==> src/rtl/prtm_pkg.sv <==
// Package for the multi-base primitive root test.
// Holds the fixed base list and shared constants; no dependencies.
package prtm_pkg;

  localparam int unsigned BASE_COUNT = 12;
  localparam int unsigned MASK_WIDTH = 12;
  localparam int unsigned IN_WIDTH   = 32;
  localparam int unsigned MIN_PRIME  = 5;
  localparam int unsigned BIDX_WIDTH = 4;   // indexes the 12-entry base list

  typedef logic [4:0] base_t;

  localparam base_t BASE_LIST [BASE_COUNT] = '{
    5'd2, 5'd3, 5'd5, 5'd6, 5'd7, 5'd10, 5'd11, 5'd13, 5'd15, 5'd17, 5'd21, 5'd29
  };

  // queue status seen by front and back
  typedef struct packed {
    logic full;
    logic empty;
  } q_stat_t;

endpackage

==> src/rtl/primitive_root_test_multi_base_core.sv <==
// Top level of the multi-base primitive root test.
// Depends on prtm_pkg, prtm_front, prtm_queue, prtm_back (with prtm_div).
//
// Usage:
//   Input: drive in_prime_value and raise start; the transfer happens at a
//   rising edge with start high and busy low. busy is high only while the
//   two-entry queue between front and back is full.
//   Output: each result appears for exactly one cycle with out_valid high.
//   out_root_mask bit k is set when base k of {2,3,5,6,7,10,11,13,15,17,21,29}
//   is a primitive root mod p; out_skipped flags p below 5 (mask is then 0).
//   The receiver cannot stall; every result must be taken in its cycle.
// Operation:
//   p below 5 is answered straight from the idle state. Otherwise one shared
//   radix-2 divider runs trial division, about sqrt(p) candidates, then per
//   base and factor one divide plus a square-and-multiply power built from
//   shift-and-add products; the back end handles one item at a time, so it
//   takes no new p before its last result is out, and its run time is
//   dominated by trial division.
// Reset: synchronous, active low; empties the queue and idles the back end.
module primitive_root_test_multi_base_core #(
  parameter int unsigned PRIME_WIDTH = 32,
  parameter int unsigned NUM_BASES   = 12,
  parameter int unsigned MAX_FACTORS = 10
) (
  input  logic                            clk,
  input  logic                            rst_n,
  input  logic                            start,
  output logic                            busy,
  input  logic [prtm_pkg::IN_WIDTH-1:0]   in_prime_value,
  output logic                            out_valid,
  output logic [prtm_pkg::MASK_WIDTH-1:0] out_root_mask,
  output logic                            out_skipped
);

  prtm_pkg::q_stat_t      q_stat;
  logic                   push, push_skip, pop, pop_skip;
  logic [PRIME_WIDTH-1:0] push_p, pop_p;
  logic [NUM_BASES-1:0]   res_mask;

  prtm_front #(.PRIME_WIDTH(PRIME_WIDTH)) u_front (
    .start         (start),
    .in_prime_value(in_prime_value),
    .q_stat        (q_stat),
    .busy          (busy),
    .push          (push),
    .push_p        (push_p),
    .push_skip     (push_skip)
  );

  prtm_queue #(.PRIME_WIDTH(PRIME_WIDTH)) u_queue (
    .clk      (clk),
    .rst_n    (rst_n),
    .push     (push),
    .push_p   (push_p),
    .push_skip(push_skip),
    .pop      (pop),
    .pop_p    (pop_p),
    .pop_skip (pop_skip),
    .q_stat   (q_stat)
  );

  prtm_back #(
    .PRIME_WIDTH(PRIME_WIDTH),
    .NUM_BASES  (NUM_BASES),
    .MAX_FACTORS(MAX_FACTORS)
  ) u_back (
    .clk      (clk),
    .rst_n    (rst_n),
    .q_empty  (q_stat.empty),
    .q_p      (pop_p),
    .q_skip   (pop_skip),
    .pop      (pop),
    .res_valid(out_valid),
    .res_mask (res_mask),
    .res_skip (out_skipped)
  );

  // bits at NUM_BASES and above stay zero
  assign out_root_mask = prtm_pkg::MASK_WIDTH'(res_mask);

endmodule

==> src/rtl/prtm_front.sv <==
// Front end: trims the incoming value to the working width and flags small p.
// Depends on prtm_pkg.
module prtm_front #(
  parameter int unsigned PRIME_WIDTH = 32
) (
  input  logic                          start,
  input  logic [prtm_pkg::IN_WIDTH-1:0] in_prime_value,
  input  prtm_pkg::q_stat_t             q_stat,
  output logic                          busy,
  output logic                          push,
  output logic [PRIME_WIDTH-1:0]        push_p,
  output logic                          push_skip
);

  logic [63:0] ext;

  assign ext       = {32'd0, in_prime_value};
  assign push_p    = ext[PRIME_WIDTH-1:0];
  assign push_skip = (64'(push_p) < 64'(prtm_pkg::MIN_PRIME));
  assign busy      = q_stat.full;
  assign push      = start && !q_stat.full;

endmodule

==> src/rtl/prtm_queue.sv <==
// Two-entry queue between front and back.
// Depends on prtm_pkg.
module prtm_queue #(
  parameter int unsigned PRIME_WIDTH = 32
) (
  input  logic                   clk,
  input  logic                   rst_n,
  input  logic                   push,
  input  logic [PRIME_WIDTH-1:0] push_p,
  input  logic                   push_skip,
  input  logic                   pop,
  output logic [PRIME_WIDTH-1:0] pop_p,
  output logic                   pop_skip,
  output prtm_pkg::q_stat_t      q_stat
);

  logic [PRIME_WIDTH-1:0] p_r [2];
  logic                   skip_r [2];
  logic                   wp_r, rp_r;
  logic [1:0]             cnt_r;

  assign q_stat.full  = (cnt_r == 2'd2);
  assign q_stat.empty = (cnt_r == 2'd0);
  assign pop_p        = p_r[rp_r];
  assign pop_skip     = skip_r[rp_r];

  always_ff @(posedge clk) begin
    if (!rst_n) begin
      wp_r  <= 1'b0;
      rp_r  <= 1'b0;
      cnt_r <= 2'd0;
    end else begin
      if (push) begin
        wp_r <= ~wp_r;
      end
      if (pop) begin
        rp_r <= ~rp_r;
      end
      if (push && !pop) begin
        cnt_r <= cnt_r + 2'd1;
      end else if (pop && !push) begin
        cnt_r <= cnt_r - 2'd1;
      end
    end
  end

  always_ff @(posedge clk) begin
    if (push) begin
      p_r[wp_r]    <= push_p;
      skip_r[wp_r] <= push_skip;
    end
  end

endmodule

==> src/rtl/prtm_div.sv <==
// Restoring radix-2 divider, one quotient bit per cycle.
// No package dependencies.
module prtm_div #(
  parameter int unsigned WIDTH = 32
) (
  input  logic             clk,
  input  logic             rst_n,
  input  logic             go,
  input  logic [WIDTH-1:0] num,
  input  logic [WIDTH-1:0] den,
  output logic             done,
  output logic [WIDTH-1:0] quo,
  output logic [WIDTH-1:0] rem
);

  localparam int unsigned CW = $clog2(WIDTH + 1);

  logic [WIDTH-1:0] quo_r, rem_r, den_r;
  logic [CW-1:0]    cnt_r;
  logic             run_r, done_r;
  logic [WIDTH:0]   trial, diff;

  assign trial = {rem_r, quo_r[WIDTH-1]};
  assign diff  = trial - {1'b0, den_r};
  assign done  = done_r;
  assign quo   = quo_r;
  assign rem   = rem_r;

  always_ff @(posedge clk) begin
    if (!rst_n) begin
      run_r  <= 1'b0;
      done_r <= 1'b0;
      cnt_r  <= '0;
    end else begin
      done_r <= 1'b0;
      if (go) begin
        run_r <= 1'b1;
        cnt_r <= CW'(WIDTH);
      end else if (run_r) begin
        cnt_r <= cnt_r - CW'(1);
        if (cnt_r == CW'(1)) begin
          run_r  <= 1'b0;
          done_r <= 1'b1;
        end
      end
    end
  end

  always_ff @(posedge clk) begin
    if (go) begin
      quo_r <= num;
      rem_r <= '0;
      den_r <= den;
    end else if (run_r) begin
      if (!diff[WIDTH]) begin
        rem_r <= diff[WIDTH-1:0];
        quo_r <= {quo_r[WIDTH-2:0], 1'b1};
      end else begin
        rem_r <= trial[WIDTH-1:0];
        quo_r <= {quo_r[WIDTH-2:0], 1'b0};
      end
    end
  end

endmodule

==> src/rtl/prtm_back.sv <==
// Back end: factors p-1 by trial division, then runs the modular power tests.
// Depends on prtm_pkg and prtm_div.
module prtm_back #(
  parameter int unsigned PRIME_WIDTH = 32,
  parameter int unsigned NUM_BASES   = 12,
  parameter int unsigned MAX_FACTORS = 10
) (
  input  logic                   clk,
  input  logic                   rst_n,
  input  logic                   q_empty,
  input  logic [PRIME_WIDTH-1:0] q_p,
  input  logic                   q_skip,
  output logic                   pop,
  output logic                   res_valid,
  output logic [NUM_BASES-1:0]   res_mask,
  output logic                   res_skip
);

  localparam int unsigned W   = PRIME_WIDTH;
  localparam int unsigned FW  = $clog2(MAX_FACTORS + 1);
  localparam int unsigned FIW = $clog2(MAX_FACTORS);
  localparam int unsigned KW  = prtm_pkg::BIDX_WIDTH;

  localparam logic [3:0] S_IDLE  = 4'd0;
  localparam logic [3:0] S_DCHK  = 4'd1;
  localparam logic [3:0] S_DWAIT = 4'd2;
  localparam logic [3:0] S_SWAIT = 4'd3;
  localparam logic [3:0] S_LAST  = 4'd4;
  localparam logic [3:0] S_BASE  = 4'd5;
  localparam logic [3:0] S_BWAIT = 4'd6;
  localparam logic [3:0] S_FAC   = 4'd7;
  localparam logic [3:0] S_FWAIT = 4'd8;
  localparam logic [3:0] S_POW   = 4'd9;
  localparam logic [3:0] S_MUL   = 4'd10;

  logic [3:0]           state_r;
  logic [W-1:0]         p_r, pm1_r, rest_r, d_r, a_r, e_r, acc_r, b_r;
  logic [W-1:0]         mx_r, my_r, macc_r;
  logic                 sq_r;
  logic [W-1:0]         fac_r [MAX_FACTORS];
  logic [FW-1:0]        nf_r, i_r;
  logic [KW-1:0]        k_r;
  logic [NUM_BASES-1:0] mask_r;
  logic                 out_valid_r, out_skip_r;
  logic [NUM_BASES-1:0] out_mask_r;

  logic                 div_go, div_done;
  logic [W-1:0]         div_num, div_den, div_quo, div_rem;
  logic [W:0]           msum, mdbl;
  logic [W-1:0]         msum_red, mdbl_red;
  logic                 fac_room;

  assign pop       = (state_r == S_IDLE) && !q_empty;
  assign res_valid = out_valid_r;
  assign res_mask  = out_mask_r;
  assign res_skip  = out_skip_r;
  assign fac_room  = (nf_r < FW'(MAX_FACTORS));

  // one step of shift-and-add modular product
  assign msum     = {1'b0, macc_r} + {1'b0, mx_r};
  assign mdbl     = {1'b0, mx_r} + {1'b0, mx_r};
  assign msum_red = (msum >= {1'b0, p_r}) ? W'(msum - {1'b0, p_r}) : msum[W-1:0];
  assign mdbl_red = (mdbl >= {1'b0, p_r}) ? W'(mdbl - {1'b0, p_r}) : mdbl[W-1:0];

  always_comb begin
    div_go  = 1'b0;
    div_num = rest_r;
    div_den = d_r;
    unique case (state_r)
      S_DCHK: begin
        div_go = 1'b1;
      end
      S_DWAIT: begin
        div_num = div_quo;
        div_go  = div_done && !(d_r > div_quo) && (div_rem == '0);
      end
      S_SWAIT: begin
        div_num = div_quo;
        div_go  = div_done && (div_rem == '0);
      end
      S_BASE: begin
        div_num = W'(prtm_pkg::BASE_LIST[k_r]);
        div_den = p_r;
        div_go  = (k_r != KW'(NUM_BASES));
      end
      S_FAC: begin
        div_num = pm1_r;
        div_den = fac_r[i_r[FIW-1:0]];
        div_go  = (i_r != nf_r);
      end
      default: begin
      end
    endcase
  end

  prtm_div #(.WIDTH(W)) u_div (
    .clk  (clk),
    .rst_n(rst_n),
    .go   (div_go),
    .num  (div_num),
    .den  (div_den),
    .done (div_done),
    .quo  (div_quo),
    .rem  (div_rem)
  );

  always_ff @(posedge clk) begin
    if (!rst_n) begin
      state_r     <= S_IDLE;
      out_valid_r <= 1'b0;
    end else begin
      out_valid_r <= 1'b0;
      unique case (state_r)
        S_IDLE: begin
          if (!q_empty) begin
            if (q_skip) begin
              out_valid_r <= 1'b1;
            end else begin
              state_r <= S_DCHK;
            end
          end
        end
        S_DCHK: state_r <= S_DWAIT;
        S_DWAIT: begin
          if (div_done) begin
            priority if (d_r > div_quo) begin
              state_r <= S_LAST;
            end else if (div_rem == '0) begin
              state_r <= S_SWAIT;
            end else begin
              state_r <= S_DCHK;
            end
          end
        end
        S_SWAIT: begin
          if (div_done && div_rem != '0) begin
            state_r <= S_DCHK;
          end
        end
        S_LAST: state_r <= S_BASE;
        S_BASE: begin
          if (k_r == KW'(NUM_BASES)) begin
            out_valid_r <= 1'b1;
            state_r     <= S_IDLE;
          end else begin
            state_r <= S_BWAIT;
          end
        end
        S_BWAIT: begin
          if (div_done) begin
            state_r <= (div_rem == '0) ? S_BASE : S_FAC;
          end
        end
        S_FAC: state_r <= (i_r == nf_r) ? S_BASE : S_FWAIT;
        S_FWAIT: begin
          if (div_done) begin
            state_r <= S_POW;
          end
        end
        S_POW: begin
          if (e_r == '0) begin
            state_r <= (acc_r == W'(1)) ? S_BASE : S_FAC;
          end else begin
            state_r <= S_MUL;
          end
        end
        S_MUL: begin
          if (my_r == '0 && sq_r) begin
            state_r <= S_POW;
          end
        end
        default: state_r <= S_IDLE;
      endcase
    end
  end

  always_ff @(posedge clk) begin
    unique case (state_r)
      S_IDLE: begin
        p_r        <= q_p;
        pm1_r      <= q_p - W'(1);
        rest_r     <= q_p - W'(1);
        d_r        <= W'(2);
        nf_r       <= '0;
        out_mask_r <= '0;
        out_skip_r <= q_skip;
      end
      S_DWAIT: begin
        if (div_done && !(d_r > div_quo)) begin
          if (div_rem == '0) begin
            rest_r <= div_quo;
            if (fac_room) begin
              fac_r[nf_r[FIW-1:0]] <= d_r;
              nf_r                 <= nf_r + FW'(1);
            end
          end else begin
            d_r <= d_r + W'(1);
          end
        end
      end
      S_SWAIT: begin
        if (div_done) begin
          if (div_rem == '0) begin
            rest_r <= div_quo;
          end else begin
            d_r <= d_r + W'(1);
          end
        end
      end
      S_LAST: begin
        if (rest_r > W'(1) && fac_room) begin
          fac_r[nf_r[FIW-1:0]] <= rest_r;
          nf_r                 <= nf_r + FW'(1);
        end
        k_r    <= '0;
        mask_r <= '0;
      end
      S_BASE: begin
        if (k_r == KW'(NUM_BASES)) begin
          out_mask_r <= mask_r;
        end
      end
      S_BWAIT: begin
        if (div_done) begin
          a_r <= div_rem;
          i_r <= '0;
          if (div_rem == '0) begin
            mask_r <= NUM_BASES'({1'b0, mask_r} >> 1);
            k_r    <= k_r + KW'(1);
          end
        end
      end
      S_FAC: begin
        if (i_r == nf_r) begin
          mask_r <= NUM_BASES'({1'b1, mask_r} >> 1);
          k_r    <= k_r + KW'(1);
        end
      end
      S_FWAIT: begin
        e_r   <= div_quo;
        acc_r <= W'(1);
        b_r   <= a_r;
      end
      S_POW: begin
        if (e_r == '0) begin
          if (acc_r == W'(1)) begin
            mask_r <= NUM_BASES'({1'b0, mask_r} >> 1);
            k_r    <= k_r + KW'(1);
          end else begin
            i_r <= i_r + FW'(1);
          end
        end else begin
          macc_r <= '0;
          mx_r   <= b_r;
          if (e_r[0]) begin
            my_r <= acc_r;
            sq_r <= 1'b0;
          end else begin
            my_r <= b_r;
            sq_r <= 1'b1;
          end
        end
      end
      S_MUL: begin
        if (my_r == '0) begin
          if (!sq_r) begin
            acc_r  <= macc_r;
            macc_r <= '0;
            mx_r   <= b_r;
            my_r   <= b_r;
            sq_r   <= 1'b1;
          end else begin
            b_r <= macc_r;
            e_r <= e_r >> 1;
          end
        end else begin
          if (my_r[0]) begin
            macc_r <= msum_red;
          end
          mx_r <= mdbl_red;
          my_r <= my_r >> 1;
        end
      end
      default: begin
      end
    endcase
  end

endmodule

==> config.mk <==
export PLATFORM = sky130hd
export DESIGN_NAME = primitive_root_test_multi_base_core
export DESIGN_NICKNAME = d
export VERILOG_FILES = /design/src/rtl/prtm_pkg.sv /design/src/rtl/primitive_root_test_multi_base_core.sv /design/src/rtl/prtm_front.sv /design/src/rtl/prtm_queue.sv /design/src/rtl/prtm_div.sv /design/src/rtl/prtm_back.sv
export SDC_FILE = /design/constraint.sdc
export NUM_CORES = 2
export LEC_CHECK = 0
export BUFFER_PORTS_ARGS = -buffer_cell sky130_fd_sc_hd__buf_4
export CAP_MARGIN = 20
export CORE_MARGIN = 2
export CORE_UTILIZATION = 40
export CTS_BUF_LIST = sky130_fd_sc_hd__clkbuf_8 sky130_fd_sc_hd__clkbuf_16
export DETAILED_ROUTE_END_ITERATION = 16
export PLACE_DENSITY_LB_ADDON = 0.15
export SLEW_MARGIN = 40
export SYNTH_ARGS = -nofsm -noshare
export SYNTH_HDL_FRONTEND = slang
export SYNTH_HIERARCHICAL = 1
export SYNTH_SLANG_ARGS = --single-unit
==> constraint.sdc <==
create_clock -name clk -period 8.7 [get_ports clk]
set_input_delay 0.435 -clock clk [delete_from_list [all_inputs] [get_ports clk]]
set_output_delay 0.435 -clock clk [all_outputs]
set_load 0.005 [all_outputs]
# Word-level counts from Yosys, hierarchy flattened
# Memories as Yosys holds them, arrays and structs flattened. A register that Yosys moved wholly into a read port is not among the register bits.
# Cells that the tools add are included.
# word_totals
in_bits,35
rom_bits,80
mem_count,4
ramBits,386
regBits,503
output_inout_bits,15
elab_cells,259
# op_classes
reduce_logical,46
add_sub_neg,13
eq_ne,42
n_lt_le_gt_ge,7
n_mux,111
n_bitwise,6
# memory_table
memory,words,word_bits,rd,rd_ports_with_merged_regs,write_ports,line_no,rtl
u_back.fac_r,10,32,1,1,1,prtm_back.sv:40,logic [W-1:0] fac_r [MAX_FACTORS];
(name not given),16,5,1,0,0,prtm_back.sv:82,div_num = W'(prtm_pkg::BASE_LIST[k_r]);
u_queue.p_r,2,32,1,1,1,prtm_queue.sv:17,logic [PRIME_WIDTH-1:0] p_r [2];
u_queue.skip_r,2,1,1,1,1,prtm_queue.sv:18,logic skip_r [2];
# op_table
operator,count
2-to-1 mux 32 bit,28
one-hot mux 32 bit (2 select lines),7
one-hot mux 32 bit (3 select lines),3
zero test 32 bit,3
2-to-1 mux 4 bit,23
2-to-1 mux 12 bit,6
adder 32 x 32 -> 33 bit,2
greater-or-equal comparator 33 x 32 -> 1 bit,2
subtractor 32 bit,2
one-hot mux 12 bit (4 select lines),1
one-hot mux 4 bit (11 select lines),1
subtractor 33 x 32 -> 33 bit,1
"adder 32 x 1 -> 32 bit, second input constant",1
"== test 32 x 1 -> 1 bit, second input constant",1
"> comparator 32 x 1 -> 1 bit, second input constant",1
> comparator 32 bit,1
"less-than comparator 32 x 3 -> 1 bit, second input constant",1
nonzero test 32 bit,1
"subtractor 32 x 1 -> 32 bit, second input constant",1
"inequality test 2 x 1 -> 1 bit, second input constant",13
2-to-1 mux 1 bit,25
one-hot mux 12 bit (2 select lines),1
"inequality test 2 bit, second input constant",10
"== test 4 x 3 -> 1 bit, second input constant",4
other kinds (43),86

# Longest topological paths before layout
# logic_depth
depth_word,7
mapped_depth,23
ltp_nobuf,21

# Modules after synthesis
# The synthesis kept the hierarchy.
# by_module_without_submodules
mod,instances,area_per_inst_um2,cells_per_inst,seq_area_each_um2
prtm_back,1,37036.8,3004,21500.6
prtm_div,1,6032.0,597,2722.6
prtm_queue,1,2592.5,125,2082.0
prtm_front,1,336.6,47,0.0

# Least setup slack after synthesis
# No wires, ideal clock.
# synth_path
kind,register to register
start,reg u_back.state_r[0]
end,reg u_back.mx_r[0] (enable)
t_arrival_ns,5.972
setup_ns,0.583
synth_period_minus_slack_ns,6.555
n_path_buf,3
required_ns,8.117
stages_incl_launch_ff,8
slack_ns,2.145
path_cell_list,dfxtp_1 -> clkbuf_1 -> inv_1 -> and3_1 -> clkbuf_1 -> nand2_1 -> clkbuf_1 -> a21boi_0
# synth_via
elab_chain_cells,3
word_cells_on_any_way,6
cone_classes,eq/ne: 4; reduce/logical: 2
# synth_lines
element,line_no,rtl
from (decl),prtm_back.sv:36,logic [3:0] state_r;
from (signal assigned),prtm_back.sv:151,state_r <= (div_rem == '0) ? S_BASE : S_FAC;
from (signal assigned),prtm_back.sv:154,S_FAC: state_r <= (i_r == nf_r) ? S_BASE : S_FWAIT;
from (signal assigned),prtm_back.sv:162,state_r <= (acc_r == W'(1)) ? S_BASE : S_FAC;
== test 4 bit,prtm_back.sv:178,unique case (state_r)
inequality test 3 bit (no line) (tied with other cells),-,
AND reduction 3 bit (no line) (*),-,
to (signal assigned),prtm_back.sv:254,mx_r <= b_r;
to (signal assigned),prtm_back.sv:269,mx_r <= b_r;
to (signal assigned),prtm_back.sv:280,mx_r <= mdbl_red;
to (decl),prtm_back.sv:38,"logic [W-1:0] mx_r, my_r, macc_r;"
# Mark *: on every way between the ends. The rest lies on a longest branch, timed or not.
# A chain may end at the register's enable or synchronous reset.

# Worst setup path in the final report
# layout_path
start,reg u_back.mx_r[0]
end,reg u_back.macc_r[7] (data pin)
# layout_via
elab_chain_cells,6
word_cells_on_any_way,7
cone_classes,add/sub: 2; order compare: 1; mux: 4
# layout_lines
element,line_no,rtl
adder 32 x 32 -> 33 bit (*),prtm_back.sv:60,"assign msum = {1'b0, macc_r} + {1'b0, mx_r};"
subtractor 32 bit / greater-or-equal comparator 33 x 32 -> 1 bit (equally long branches),prtm_back.sv:62,"assign msum_red = (msum >= {1'b0, p_r}) ? W'(msum - {1'b0, p_r}) : msum[W-1:0];"
2-to-1 mux 32 bit (*),prtm_back.sv:62,
2-to-1 mux 32 bit (*),prtm_back.sv:277,if (my_r[0]) begin
2-to-1 mux 32 bit (*),prtm_back.sv:265,if (my_r == '0) begin
one-hot mux 32 bit (2 select lines) (*),prtm_back.sv:178,
to (signal assigned),prtm_back.sv:278,macc_r <= msum_red;
to (decl),prtm_back.sv:38,
# Mark *: on every way between the ends. The rest lies on a longest branch, timed or not. The select of a mux whose other input is x is not followed.

==> results.json <==
{
  "arrival_ns": 6.08,
  "rsz0062_at_grt": "false",
  "async_reset_ff_frac": 0,
  "start_util": 0.403,
  "period_share": 0.652,
  "clkTransAtPathRegs_ns": 0.06,
  "die_height_um": 343,
  "io_buffer_count": 49,
  "grt_max_degree": 97,
  "slew_violations": 0,
  "routedWlPerCell_um": 24.9,
  "synth_area_per_cell_um2": 12.2,
  "dr_total_vias": 30601,
  "grtUsageTotal": 0.228,
  "cts_resized": 0,
  "synth_cells": 3773,
  "min_path_type": "primary input to register",
  "route.detailed.drc": 0,
  "p_leak_nw": 19.0,
  "end_kind": "register",
  "synthFlopType": "edfxtp_1",
  "cap_viol_max_count": 0,
  "cts.sinks": 894,
  "hold_violations": 0,
  "fin_skew_ns": 0.0610,
  "period_minus_slack_ns": 5.67,
  "holdPathEnd": "u_queue/wp_r",
  "ff2ff_path_depth": 20,
  "ys_warn_count": 6,
  "fin_util": 0.451,
  "synth_edf_count": 840,
  "nFillCells": 10517,
  "drive_above_1_share": 0.130,
  "synth_seq_cells": 894,
  "final_cells": 5397,
  "gp_congestion": 0.904,
  "htreeDepth": 3,
  "r2r_slack_ns": 3.03,
  "start_kind": "register",
  "syn_nets": 3987,
  "worstMarginPinSlew_ns": 0.891,
  "chipWidth_um": 343,
  "r2r_start": "u_back/mx_r[0]",
  "cp.required_ns": 9.11,
  "die-area_um2": 118000,
  "antenna_found_initial": 2,
  "holdWs_ns": 0.100,
  "clk-insertion-delay-late_ns": 0.72,
  "synth_area_um2": 46000,
  "largest_reg_flops": 320,
  "grt_pass1_vias": 29454,
  "hold_path.startpoint": "rst_n",
  "drtIter0Drc": 3026,
  "viasPerCell": 5.67,
  "post_cts_buffers": 0,
  "coreArea_um2": 114000,
  "crit_type": "register to register",
  "drtPass1Iterations": 6,
  "syn2layout_area_growth_pct": 12.0,
  "max-clock-path-buffers": 3,
  "cpMostUsedCell": "a21o_1",
  "cts-root-buf": "clkbuf_16",
  "ys_types": 100,
  "cp_slowest_cell": "edfxtp_1",
  "hpwl_um": 94800,
  "total_power_mw": 15.8,
  "cpPeakStageDelay_ns": 0.44,
  "status": "complete, no violations",
  "relSlewSlack": 0.406,
  "wirelength_um": 134000,
  "tritoncts": "yes",
  "r2r-end": "u_back/macc_r[7]",
  "power.density_nw_per_um2": 308,
  "ys_seq_area_frac": 0.572,
  "path_cells": "ha_1 -> fa_1 -> a211oi_1 -> o21bai_1 -> a21o_1 -> a211oi_2 -> a21oi_1 -> a21o_1 -> a21oi_1 -> xnor2_1 -> ha_1 -> a21o_1 -> a31o_1 -> a221oi_1 -> o21ai_0 -> a41o_1 -> a221o_1 -> buf_4 -> mux2i_1 -> nor2_1",
  "overflow": 0,
  "ant_nets": 0,
  "ir_drop_mv": 0.176,
  "setup_tns_ns": 0,
  "nets": 4017,
  "finalSetupViolCount": 0,
  "rows": 124,
  "num_io_pins": 50,
  "crit_fanout": 35,
  "dp_cells": 5180,
  "whs_path_depth": 2,
  "max_clock_freq_ghz": 0.176,
  "numCtsBuffers": 98,
  "grt_pass1_wl_um": 199000
}
-- critical path, delay by kind of cell (launching register included) --
family	cells	cell delay, ns
xor+xnor	1	0.20
fa+ha+maj	3	1.07
mux	1	0.22
compound gates	13	3.10
buf+inv	1	0.29
flops	1	0.44
simple gates	1	0.06
-- stage by stage --
step / cell area [um^2] / setup WS, ns
2_1_floorplan: 46000 / 2.14
4_1_cts: 51400 / 3.12
3_5_place_dp: 48000 / 3.15
5_1_grt: 51500 / 2.71
3_3_place_gp: 47900 / 3.22
6_report: 51500 / 3.03
-- report_power, final --
part	total, mW	internal (mW)	leakage (nW)	switching (mW)
combinational	5.31	1.99	8.94	3.32
clock	4.05	2.26	1.58	1.79
sequential	6.49	5.71	8.50	0.772
total	15.8	9.97	19.0	5.88
-- cells in the mapped netlist (11+ instances only) --
library cell	instances	area, um^2
edfxtp_1	840	25200
nand2_1	326	1220
nor2_1	256	961
a21oi_1	202	1010
o21ai_0	191	956
ha_1	175	2190
inv_1	157	589
clkbuf_1	133	499
mux2i_1	118	1180
a21o_1	106	796
mux2_2	102	1150
xnor2_1	97	850
xor2_1	81	709
a211oi_1	73	548
nor2b_1	72	450
mux4_2	64	1440
nand3_1	62	310
a22oi_1	59	443
and3_1	59	369
dfxtp_1	54	1080
nor4_1	49	307
nand4_1	45	282
nor3_1	41	205
o21ai_1	35	175
buf_4	34	255
and2_1	29	181
o21a_1	20	150
buf_1	19	71.3
or3_1	19	119
o21bai_1	18	135
a31oi_1	16	100
o211ai_1	15	113
buf_2	13	65.1
nand2b_1	11	68.8
o31ai_1	11	82.6
-- repair_timing --
item                       CTS  global route
hold endpoints to repair    64             0
setup endpoints to repair    0             0
hold buffers                32             0
-- layer usage --
| layer | up-vias | track usage | routed length [um] |
|---|---|---|---|
| li1 | 14245 | - | - |
| met2 | 941 | 0.365 | 62800 |
| met3 | 156 | 0.0275 | 7670 |
| met5 | - | 0 | 0 |
| met1 | 15259 | 0.325 | 60500 |
| met4 | 0 | 0.0670 | 3430 |
-- cells in the final DEF (no fill, tap or decap), types with 18 or more instances in the layout --
cell	count
edfxtp_1	840
nand2_1	325
nor2_1	246
a21oi_1	197
o21ai_0	188
ha_1	175
inv_1	172
mux2i_1	118
a21o_1	106
mux2_2	102
clkbuf_16	100
buf_4	98
xnor2_1	97
xor2_1	81
a211oi_1	73
nor2b_1	70
mux4_2	64
nand3_1	62
and3_1	59
a22oi_1	59
nor4_1	49
dfxtp_1	48
nand4_1	45
nor3_1	40
o21ai_1	36
dlygate4sd3_1	32
and2_1	29
clkinv_1	28
o21a_1	20
clkinv_2	19
or3_1	19
o21bai_1	18
-- how the worst max path moves through the flow --
stage / startpoint / to
2_1_floorplan: u_back/state_r[0] / u_back/mx_r[0]
3_3_place_gp: u_back/mx_r[0] / u_back/macc_r[7]
3_5_place_dp: u_back/mx_r[0] / u_back/macc_r[17]
4_1_cts: u_back/mx_r[0] / u_back/macc_r[17]
5_1_grt: u_back/mx_r[0] / u_back/macc_r[23]
6_report: u_back/mx_r[0] / u_back/macc_r[7]
-- final cells by class --
type                            count  area (um^2)  area share
Antenna cell                        1         2.50   0.0000486
Clock buffer                       99         2480      0.0481
Clock inverter                     82          654      0.0127
Inverter                          158          593      0.0115
Multi-Input combinational cell   2513        18300       0.356
Sequential cell                   894        26300       0.511
Tap cell                         1512         1890      0.0367
Timing Repair Buffer              138         1210      0.0235
-- kinds of logic (layout without fill, tap and decap cells) --
group                      count (synthesis)  in the layout  synth area share
AOI/OAI and AO/OA                        842            842             0.118
adders and majority gates                179            179            0.0493
and+or+nand+nor                         1028           1028             0.109
DFF                                      894            894             0.572
muxes                                    284            284            0.0820
other                                      0              1                 0
xor gates and xnor gates                 180            180            0.0346
buffers and inverters                    366            477            0.0348
Power figures use the tool's default switching activity.
